[src/integer_to_roman_numeral_defines.svh]
// assertion macros used by the top module to check itself
`ifndef INTEGER_TO_ROMAN_NUMERAL_DEFINES_SVH
`define INTEGER_TO_ROMAN_NUMERAL_DEFINES_SVH

// implication in the same cycle
`define IRN_ASSERT_SAME(lbl, ante, cons) \
  lbl: assert property (@(posedge clk) disable iff (!rst_n) (ante) |-> (cons)) \
    else $error("irn check failed");

// implication in the next cycle
`define IRN_ASSERT_NEXT(lbl, ante, cons) \
  lbl: assert property (@(posedge clk) disable iff (!rst_n) (ante) |=> (cons)) \
    else $error("irn check failed");

`endif

[src/irn_pkg.sv]
package irn_pkg;

  localparam int unsigned ValueW   = 12;
  localparam int unsigned CharW    = 7;
  localparam int unsigned MaxValue = 3999;
  localparam int unsigned QueueDepthDefault = 2;

  localparam logic [CharW-1:0] AsciiNul  = 7'd0;
  localparam logic [CharW-1:0] AsciiStar = 7'd42;
  localparam logic [CharW-1:0] AsciiM    = 7'd77;
  localparam logic [CharW-1:0] AsciiD    = 7'd68;
  localparam logic [CharW-1:0] AsciiC    = 7'd67;
  localparam logic [CharW-1:0] AsciiL    = 7'd76;
  localparam logic [CharW-1:0] AsciiX    = 7'd88;
  localparam logic [CharW-1:0] AsciiV    = 7'd86;
  localparam logic [CharW-1:0] AsciiI    = 7'd73;

  // classified item: decimal digits, thousands first
  typedef struct packed {
    logic       err;
    logic [1:0] d3;
    logic [3:0] d2;
    logic [3:0] d1;
    logic [3:0] d0;
  } q_entry_t;

  // symbol row "**MDCLXVI": position p uses ten [2p], five [2p+1], one [2p+2]
  function automatic logic [CharW-1:0] sym_char(input logic [3:0] idx);
    logic [CharW-1:0] c;
    unique case (idx)
      4'd2:    c = AsciiM;
      4'd3:    c = AsciiD;
      4'd4:    c = AsciiC;
      4'd5:    c = AsciiL;
      4'd6:    c = AsciiX;
      4'd7:    c = AsciiV;
      4'd8:    c = AsciiI;
      default: c = AsciiStar;
    endcase
    return c;
  endfunction

  // number of characters a decimal digit turns into
  function automatic logic [2:0] digit_len(input logic [3:0] d);
    logic [2:0] n;
    unique case (d)
      4'd1:    n = 3'd1;
      4'd2:    n = 3'd2;
      4'd3:    n = 3'd3;
      4'd4:    n = 3'd2;
      4'd5:    n = 3'd1;
      4'd6:    n = 3'd2;
      4'd7:    n = 3'd3;
      4'd8:    n = 3'd4;
      4'd9:    n = 3'd2;
      default: n = 3'd0;
    endcase
    return n;
  endfunction

endpackage

[src/irn_front.sv]
module irn_front (
  input  logic                           in_valid,
  output logic                           in_stall,
  input  logic [irn_pkg::ValueW-1:0]     in_value,
  input  logic                           q_ready,
  output logic                           q_push,
  output irn_pkg::q_entry_t              q_wdata
);

  logic [1:0]  thou;
  logic [9:0]  rem_h;
  logic [15:0] prod_h;
  logic [3:0]  hund;
  logic [6:0]  rem_t;
  logic [14:0] prod_t;
  logic [3:0]  tens;
  logic [3:0]  ones;
  logic        err;

  always_comb begin
    err = (in_value == '0) || (in_value > 12'(irn_pkg::MaxValue));
    priority if (in_value >= 12'd3000) begin
      thou = 2'd3;
    end else if (in_value >= 12'd2000) begin
      thou = 2'd2;
    end else if (in_value >= 12'd1000) begin
      thou = 2'd1;
    end else begin
      thou = 2'd0;
    end
    rem_h  = 10'(in_value - 12'(thou) * 12'd1000);
    // x/100 for x below 1000 as (x*41)>>12
    prod_h = 16'(rem_h) * 16'd41;
    hund   = prod_h[15:12];
    rem_t  = 7'(rem_h - 10'(hund) * 10'd100);
    // x/10 for x below 100 as (x*205)>>11
    prod_t = 15'(rem_t) * 15'd205;
    tens   = prod_t[14:11];
    ones   = 4'(rem_t - 7'(tens) * 7'd10);
  end

  assign q_wdata.err = err;
  assign q_wdata.d3  = thou;
  assign q_wdata.d2  = hund;
  assign q_wdata.d1  = tens;
  assign q_wdata.d0  = ones;
  assign q_push      = in_valid && q_ready;
  assign in_stall    = !q_ready;

endmodule

[src/irn_queue.sv]
module irn_queue #(
  parameter int unsigned Depth = irn_pkg::QueueDepthDefault
) (
  input  logic              clk,
  input  logic              rst_n,
  input  logic              push,
  input  irn_pkg::q_entry_t wdata,
  output logic              ready,
  input  logic              pop,
  output logic              rvalid,
  output irn_pkg::q_entry_t rdata
);

  localparam int unsigned PtrW = (Depth > 1) ? $clog2(Depth) : 1;
  localparam int unsigned CntW = $clog2(Depth + 1);

  irn_pkg::q_entry_t mem_r [Depth];
  logic [PtrW-1:0]   wr_ptr_r;
  logic [PtrW-1:0]   rd_ptr_r;
  logic [CntW-1:0]   count_r;

  assign ready  = (count_r != CntW'(Depth));
  assign rvalid = (count_r != '0);
  assign rdata  = mem_r[rd_ptr_r];

  always_ff @(posedge clk) begin
    if (!rst_n) begin
      wr_ptr_r <= '0;
      rd_ptr_r <= '0;
      count_r  <= '0;
    end else begin
      if (push) begin
        wr_ptr_r <= (wr_ptr_r == PtrW'(Depth - 1)) ? '0 : wr_ptr_r + 1'b1;
      end
      if (pop) begin
        rd_ptr_r <= (rd_ptr_r == PtrW'(Depth - 1)) ? '0 : rd_ptr_r + 1'b1;
      end
      if (push && !pop) begin
        count_r <= count_r + 1'b1;
      end else if (pop && !push) begin
        count_r <= count_r - 1'b1;
      end
    end
  end

  always_ff @(posedge clk) begin
    if (push) begin
      mem_r[wr_ptr_r] <= wdata;
    end
  end

endmodule

[src/irn_back.sv]
module irn_back (
  input  logic                           clk,
  input  logic                           rst_n,
  input  logic                           q_valid,
  input  irn_pkg::q_entry_t              q_rdata,
  output logic                           q_pop,
  output logic                           out_valid,
  input  logic                           out_stall,
  output logic [irn_pkg::CharW-1:0]      out_ascii_char,
  output logic                           out_last,
  output logic                           out_out_of_range
);

  typedef enum logic [1:0] {
    ROLE_TEN  = 2'd0,
    ROLE_FIVE = 2'd1,
    ROLE_ONE  = 2'd2
  } role_t;

  logic                      busy_r;
  logic                      err_r;
  logic [3:0]                dig_r [4];
  logic [1:0]                pos_r;
  logic [1:0]                k_r;
  logic                      out_valid_r;
  logic [irn_pkg::CharW-1:0] char_r;
  logic                      last_r;
  logic                      oor_r;

  logic [3:0]                cur_dig;
  logic [2:0]                cur_len;
  role_t                     role;
  logic [irn_pkg::CharW-1:0] cur_char;
  logic                      digit_end;
  logic                      rest_zero;
  logic [1:0]                next_pos;
  logic                      item_end;
  logic                      out_can;
  logic                      emit;
  logic                      load;
  logic [1:0]                first_pos;

  assign cur_dig = dig_r[pos_r];
  assign cur_len = irn_pkg::digit_len(cur_dig);

  always_comb begin
    priority if (cur_dig == 4'd9) begin
      role = (k_r == 2'd0) ? ROLE_ONE : ROLE_TEN;
    end else if (cur_dig == 4'd4) begin
      role = (k_r == 2'd0) ? ROLE_ONE : ROLE_FIVE;
    end else if (cur_dig >= 4'd5 && k_r == 2'd0) begin
      role = ROLE_FIVE;
    end else begin
      role = ROLE_ONE;
    end
  end

  assign cur_char = err_r ? irn_pkg::AsciiNul
                          : irn_pkg::sym_char({1'b0, pos_r, 1'b0} + {2'b00, role});
  assign digit_end = ({1'b0, k_r} == cur_len - 3'd1);

  // nearest lower-order position with a nonzero digit
  always_comb begin
    rest_zero = 1'b1;
    next_pos  = pos_r;
    for (int p = 3; p >= 1; p--) begin
      if (2'(p) > pos_r && dig_r[p] != 4'd0) begin
        rest_zero = 1'b0;
        next_pos  = 2'(p);
      end
    end
  end

  always_comb begin
    priority if (q_rdata.d3 != 2'd0) begin
      first_pos = 2'd0;
    end else if (q_rdata.d2 != 4'd0) begin
      first_pos = 2'd1;
    end else if (q_rdata.d1 != 4'd0) begin
      first_pos = 2'd2;
    end else begin
      first_pos = 2'd3;
    end
  end

  assign item_end = err_r || (digit_end && rest_zero);
  assign out_can  = !out_valid_r || !out_stall;
  assign emit     = busy_r && out_can;
  // next item is picked up in the cycle its predecessor sends its final character
  assign load     = q_valid && (!busy_r || (emit && item_end));
  assign q_pop    = load;

  always_ff @(posedge clk) begin
    if (!rst_n) begin
      busy_r      <= 1'b0;
      out_valid_r <= 1'b0;
    end else begin
      if (emit) begin
        out_valid_r <= 1'b1;
      end else if (!out_stall) begin
        out_valid_r <= 1'b0;
      end
      if (load) begin
        busy_r <= 1'b1;
      end else if (emit && item_end) begin
        busy_r <= 1'b0;
      end
    end
  end

  always_ff @(posedge clk) begin
    if (emit) begin
      char_r <= cur_char;
      last_r <= item_end;
      oor_r  <= err_r;
    end
    if (load) begin
      err_r    <= q_rdata.err;
      dig_r[0] <= {2'b00, q_rdata.d3};
      dig_r[1] <= q_rdata.d2;
      dig_r[2] <= q_rdata.d1;
      dig_r[3] <= q_rdata.d0;
      pos_r    <= first_pos;
      k_r      <= 2'd0;
    end else if (emit && !item_end) begin
      if (digit_end) begin
        pos_r <= next_pos;
        k_r   <= 2'd0;
      end else begin
        k_r <= k_r + 2'd1;
      end
    end
  end

  assign out_valid        = out_valid_r;
  assign out_ascii_char   = char_r;
  assign out_last         = last_r;
  assign out_out_of_range = oor_r;

endmodule

[src/integer_to_roman_numeral.sv]
// channel   direction  ports
// in_       input      in_valid, in_stall, in_value[11:0]
// out_      output     out_valid, out_stall, out_ascii_char[6:0], out_last, out_out_of_range
//
// each value yields 1 to 15 characters, one transfer per cycle on the output side
// while out_stall is low; an item holds the character sequencer until its last one is sent
// the digit split and range check are combinational; from input transfer to the first
// character an item passes the queue entry, the digit registers and the output register
// rst_n is synchronous and active low; it empties the queue and drops out_valid
// either side may stall independently; the queue holds classified items meanwhile
`include "integer_to_roman_numeral_defines.svh"

module integer_to_roman_numeral #(
  parameter int unsigned QueueDepth = irn_pkg::QueueDepthDefault
) (
  input  logic                           clk,
  input  logic                           rst_n,
  input  logic                           in_valid,
  output logic                           in_stall,
  input  logic [irn_pkg::ValueW-1:0]     in_value,
  output logic                           out_valid,
  input  logic                           out_stall,
  output logic [irn_pkg::CharW-1:0]      out_ascii_char,
  output logic                           out_last,
  output logic                           out_out_of_range
);

  logic              q_push;
  logic              q_ready;
  logic              q_pop;
  logic              q_valid;
  irn_pkg::q_entry_t q_wdata;
  irn_pkg::q_entry_t q_rdata;

  irn_front u_front (
    .in_valid (in_valid),
    .in_stall (in_stall),
    .in_value (in_value),
    .q_ready  (q_ready),
    .q_push   (q_push),
    .q_wdata  (q_wdata)
  );

  irn_queue #(
    .Depth (QueueDepth)
  ) u_queue (
    .clk    (clk),
    .rst_n  (rst_n),
    .push   (q_push),
    .wdata  (q_wdata),
    .ready  (q_ready),
    .pop    (q_pop),
    .rvalid (q_valid),
    .rdata  (q_rdata)
  );

  irn_back u_back (
    .clk              (clk),
    .rst_n            (rst_n),
    .q_valid          (q_valid),
    .q_rdata          (q_rdata),
    .q_pop            (q_pop),
    .out_valid        (out_valid),
    .out_stall        (out_stall),
    .out_ascii_char   (out_ascii_char),
    .out_last         (out_last),
    .out_out_of_range (out_out_of_range)
  );

  // error result is a lone nul character
  `IRN_ASSERT_SAME(a_err_single, out_valid && out_out_of_range,
                   out_last && (out_ascii_char == irn_pkg::AsciiNul))
  `IRN_ASSERT_SAME(a_char_nonzero, out_valid && !out_out_of_range,
                   out_ascii_char != irn_pkg::AsciiNul)
  // a numeral is sent without gaps once it has started
  `IRN_ASSERT_NEXT(a_no_gap, out_valid && !out_stall && !out_last, out_valid)

endmodule
[config.mk]
export PLATFORM = sky130hd
export DESIGN_NAME = integer_to_roman_numeral
export DESIGN_NICKNAME = d
export VERILOG_FILES = /design/src/irn_pkg.sv /design/src/irn_front.sv /design/src/irn_queue.sv /design/src/irn_back.sv /design/src/integer_to_roman_numeral.sv
export VERILOG_INCLUDE_DIRS = /design/src /design/src/src
export SDC_FILE = /design/constraint.sdc
export NUM_CORES = 1
export LEC_CHECK = 0
export BUFFER_PORTS_ARGS = -buffer_cell sky130_fd_sc_hd__clkbuf_2
export CAP_MARGIN = 5
export CORE_ASPECT_RATIO = 0.6
export CORE_MARGIN = 4
export CORE_UTILIZATION = 62
export DETAILED_ROUTE_END_ITERATION = 7
export PLACE_DENSITY = 0.81
export SYNTH_ARGS = -nofsm -noshare
export SYNTH_HDL_FRONTEND = slang
export SYNTH_SLANG_ARGS = --single-unit
[constraint.sdc]
create_clock -name clk -period 15.6 [get_ports clk]
set_input_delay 3.12 -clock clk [delete_from_list [all_inputs] [get_ports clk]]
set_output_delay 3.12 -clock clk [all_outputs]
set_load 0.02 [all_outputs]
* Word level (Yosys, flattened, before mapping)
Memory sizes are Yosys's and may differ from the RTL's. A register that Yosys moved wholly into a read port is not among the register bits.
Index checks and enable logic that the tools add are counted.
Widths: inputs -> output; s select.
** Storage, ports and cells
- Output and inout bits :: 11
- Word-level logic and storage cells :: 124
- Memory bits (read-only) :: 48
- RAM bits :: 46
- Register bits after elaboration :: 20
- Memories :: 3
** Cells by class
- Reduce and logical (&&, ||, !) cells :: 38
- Multiplexer cells :: 37
- Add/sub/neg operators :: 10
- Eq/ne operators :: 12
- Multiply operators :: 5
- Order comparisons :: 8
** Memory list
- (name not given) :: words 16, width 3, read ports 1, clocked after memory_dff 0, write ports 0, RTL line irn_pkg.sv:46 : unique case (d)
- u_queue.mem_r :: words 2, width 15, read ports 1, clocked after memory_dff 1, write ports 1, RTL line irn_queue.sv:17 : irn_pkg::q_entry_t mem_r [Depth];
- u_back.dig_r :: words 4, width 4, read ports 4, clocked after memory_dff 1, write ports 4, RTL line irn_back.sv:22 : logic [3:0] dig_r [4];
** Operators with widths (number)
- $pmux 7 s7 :: 1
- $mux 2 :: 19
- $reduce_bool 4->1 :: 6
- $eq 4x3->1 const B :: 5
- $mux 1 :: 17
- $mul 10x6->16 const B :: 1
- $mul 7x8->15 const B :: 1
- $ge 12x10->1 const B :: 1
- $ge 12x11->1 const B :: 1
- $ge 12x12->1 const B :: 1
- $gt 12x12->1 const B :: 1
- $logic_and 1x1->1 :: 12
- $logic_not 12->1 :: 1
- $reduce_bool 2->1 :: 6
- $sub 10x10->10 :: 1
- $eq 4x2->1 const B :: 2
- $eq 4x4->1 const B :: 2
- $logic_not 1->1 :: 7
- $mul 2x7->7 const B :: 1
- $sub 7x7->7 :: 1
- $mul 4x5->5 const B :: 1
- $add 2x1->2 const B :: 2
- $add 3x2->4 :: 1
- $ge 4x3->1 const B :: 1
- 13 further kinds :: 18

* Logic depth before layout (Yosys ltp)
An unclocked memory read counts as a cell.
- Depth in word-level cells :: 14
- Gate-level depth with buffers :: 48
- Gate-level depth less buffers :: 47

* Hierarchy
Synthesis repeated with hierarchy kept, for this count alone.
** Second synthesis, totals
- Cells, all modules :: 468
- Area total of the unflattened synthesis :: 5231.3 µm²
** Modules (own cells, without submodules)
- irn_front :: area an instance 2269.7 µm², cells each 257, times used 1
- irn_back :: area an instance 1660.3 µm², cells each 142, times used 1
- irn_queue :: area an instance 1301.2 µm², cells each 69, times used 1

* Least setup slack after synthesis
OpenSTA, ideal clock, no wires.
- Kind :: input-to-reg
- From :: input port in_value[5] (netlist bit)
- To :: memory u_queue.mem_r[0][3] (netlist bit) (data pin)
- Data required time :: 15333 ps
- Library setup time :: 267 ps
- Path slack :: 2616 ps
- Stages on the path :: 46
- Data arrival time :: 12716 ps
- Path through :: clkbuf_1 nor2_1 o21a_1 o21ai_0 inv_1 ha_1 fa_1 nor2b_1 o221a_2 or2_2 xor2_1 inv_1 ha_1 ha_1 ha_1 ha_1 a2111oi_0 a32oi_1 [... 10 more ...] xnor2_1 xnor2_1 ha_1 ha_1 fa_1 inv_1 fa_1 inv_1 ha_1 o2111ai_1 a21boi_0 o21a_1 xor2_1 ha_1 fa_1 xnor2_1 xnor2_1 xnor2_1
** RTL lines
- start: declaration :: RTL line integer_to_roman_numeral.sv:20 : input logic [irn_pkg::ValueW-1:0] in_value,
- end: declaration :: RTL line irn_queue.sv:17

==> key figures <==
Run status
  • Status: complete, no violations

Hold path
  • Worst hold path type: reg -> reg

Timing
  • Slew Limit Headroom: 50.7%
  • Fin Setup TNS: 0 ns
  • Slew Limit Fails: 0
  • Period utilization: a little under 90%
  • Clock Skew: 0.00505 ns
  • Final-report setup violation count: 0
  • Final hold vios: 0
  • Worst Tran Pin Value: 0.731 ns
  • Min cycle time layout: 13.56 ns
  • Peak Freq: 73.8 MHz
  • Final setup margin: 2.04 ns
  • RSZ-0062 raised after global routing: false

Critical path
  • Max FO, Critical Path: 4
  • Cell mode on critical path: ha_1
  • Worst Path Arrival: 13.62 ns
  • CP delay by family, top: adder cells
  • Crit Path Class: in -> reg
  • Critical path capture point type: flip-flop
  • Slowest stage cell, crit path: fa_1
  • Buf/Inv on CP: 6
  • Largest stage delay, worst path: ~0.50 ns
  • CP startpoint kind: input pin
  • Worst Path Required: 15.67 ns

Yosys
  • Synth Area in XOR/XNOR: 5.50%
  • Cell area after synthesis: 5100 sq um
  • Post-synthesis cell type count: 57
  • Async set-reset flop share out of synthesis: 0%
  • Largest family of logic cells by synthesized area: adder cells
  • Post-synthesis mux area share: 6.85%
  • Number of enable flip-flop cells after synthesis: 56
  • Post-Syn Nets: between 500 and 600
  • #FFs+latches synth: 67
  • Compound-Gate Fraction of Synth Area: 10.1%
  • Sequential share of the synthesized area: 37.3%
  • Warnings from Yosys: 0
  • Mapped Cells: 446
  • Syn_area_per_cell: about 11 sq um
  • Most used DFF post-synth: edfxtp_1
  • Adder-Cell Fraction of Synth Area: 26.3%
  • Simple-gate share of the synthesized area: 9.65%

Finish
  • Sequential cell area: 1900 sq um
  • Share of layout cells above drive strength 1: 14.3%
  • Antenna diodes: 0
  • Fin util: 71.0%
  • Filler Cells Inserted: between 500 and 600
  • Area grow syn2layout: 10.7%
  • Commonest non-fill, non-tap cell in the layout: ha_1
  • Footprint of the multi-input gates: 2980 sq um
  • # nets final: 591
  • Commonest non-fill, non-tap cells in the layout: ha_1 (84), edfxtp_1 (56), inv_1 (46)

Floorplanning
  • Initial Util: 64.1%
  • Io pins: 27
  • Cell Rows: 25
  • Total core area: 7950 sq um
  • Die height: 78.2 um
  • Die area: 9780 sq um
  • Die width: 125 um

Detailed routing
  • Post-Route WL: 10.0 mm
  • Post-DRT Antenna Nets: 0
  • Vias per std cell: just under 6
  • # DRC: 0
  • DR vias: 3,484
  • Wire per inst: 16.9 um
  • Initial drt markers: 225
  • Drt pass-1 iters: 5

Clock tree
  • Root buf cell: clkbuf_16
  • CTS tree: yes
  • Post-CTS Hold Fix Bufs: 0
  • Max clock buf depth: 2
  • H-tree levels: 3
  • Total CTS buffers: 9
  • Clock Sinks: 67
  • Clk slew on worst S/H paths: roughly 0.05 ns
  • Worst skew pair latency: 0.33 ns
  • Post_cts resized: 0
  • Post-CTS setup buffers: 0

Global route
  • Vias in the first global route: 3,567
  • Gr usage total: around 22%
  • Total gr overflow: 0
  • Largest net degree at the start of global routing: 26
  • First-pass GRT wire length: 17.0 mm
  • Initial antenna violation count: 0

Placed design
  • I/O Buffers: 26
  • GP Congestion: a little under 0.9
  • Dpl ws: 1.75 ns
  • DP Wirelength: 7.95 mm

Job
  • MaxCap Viol Count: 0
## stage by stage
stage | area (sq um) | cells | hold WS, ns
after CTS | 5640 | 590 | 0.486
final | 5640 | 590 | 0.482
after global placement | 5330 | 574 | 0.462
after global routing | 5640 | 590 | 0.527
after detailed placement | 5330 | 574 | 0.476
after floorplan | 5100 | 446 | 0.439
## cells in the mapped netlist (all sizes together), types with 3 or more instances
| cell type | n | share of area [%] |
|---|---|---|
| ha | 84 | 21 |
| xor2 | 13 | 2.2 |
| a31oi | 3 | 0.37 |
| nand2b | 8 | 0.98 |
| o21a | 4 | 0.59 |
| and2 | 4 | 0.49 |
| o21ai | 16 | 1.6 |
| nor2b | 5 | 0.61 |
| nand2 | 14 | 1.0 |
| a21o | 7 | 1.0 |
| xnor2 | 19 | 3.3 |
| nor2 | 14 | 1.0 |
| nand3 | 8 | 0.79 |
| or2 | 5 | 0.61 |
| or3 | 4 | 0.49 |
| edfxtp | 56 | 33 |
| mux2 | 19 | 4.2 |
| buf | 3 | 0.54 |
| a21oi | 16 | 1.6 |
| dfxtp | 11 | 4.3 |
| nor4 | 8 | 0.98 |
| fa | 14 | 5.5 |
| nor3 | 11 | 1.1 |
| mux2i | 9 | 1.8 |
| clkbuf | 5 | 0.37 |
| inv | 46 | 3.4 |
## final cells by class
type / count / share of cell area [%]
tap: 108 / 2.40
multi-input combinational: 325 / 52.8
clock inverter: 6 / 1.42
clock buffer: 10 / 4.06
inverter: 46 / 3.06
sequential: 67 / 33.7
timing repair buffer: 28 / 2.57
## worst reg2reg max path, stage by stage (launching register included)
cell and delay (ns):
dfxtp_1 0.49, mux4_2 0.61, a211o_1 0.28, o21a_1 0.20
ha_1 0.19, a311o_1 0.35, a21o_1 0.26, o221ai_2 0.16
buf_4 0.35, inv_1 0.09, ha_1 0.32, or3_1 0.35
a21boi_0 0.19
## registers in the layout, summed over array words and instances (netlist names), named ones only
| register | cells |
|---|---|
| u_queue.wr_ptr_r | 1 |
| u_back.out_out_of_range | 1 |
| u_queue.mem_r | 30 |
| u_back.dig_r | 14 |
| u_queue.count_r | 2 |
| u_back.out_valid | 1 |
| u_back.err_r | 1 |
| u_back.out_last | 1 |
| u_queue.rd_ptr_r | 1 |
| u_back.k_r | 2 |
| u_back.pos_r | 2 |
| u_back.out_ascii_char | 7 |
| u_back.busy_r | 1 |
## logic make-up (layout without fill, tap and decap cells)
group | count (synthesis) | count (layout)
XOR/XNOR | 32 | 32
AO/OA/AOI/OAI | 73 | 73
flip-flops | 67 | 67
multiplexers | 30 | 30
AND/OR/NAND/NOR | 91 | 91
buffers and inverters | 54 | 90
adder cells (fa/ha/maj) | 99 | 99
## routing by layer
layer / vias up / track usage (%) / part of all wire (%)
met5: - / 0 / 0
met4: 0 / 5.52 / 0.91
met3: 12 / 4.89 / 4.7
met2: 91 / 34.9 / 44
met1: 1677 / 30.4 / 50
li1: 1704 / - / -
## final timing paths
path                            slack [ns]  cells past startpoint                   to             start
worst max-delay path                  2.04                     46  u_queue.mem_r[0][3]       in_value[9]
worst min-delay path                  0.48                      2     u_queue.rd_ptr_r  u_queue.rd_ptr_r
worst max register to register       11.68                     12   u_queue.count_r[1]         flip-flop
worst min register to register        0.48                      2     u_queue.rd_ptr_r  u_queue.rd_ptr_r
Power is left out: the tool's default activity adds up to more than one toggle a clock period on the data nets, which glitch-free logic cannot reach.
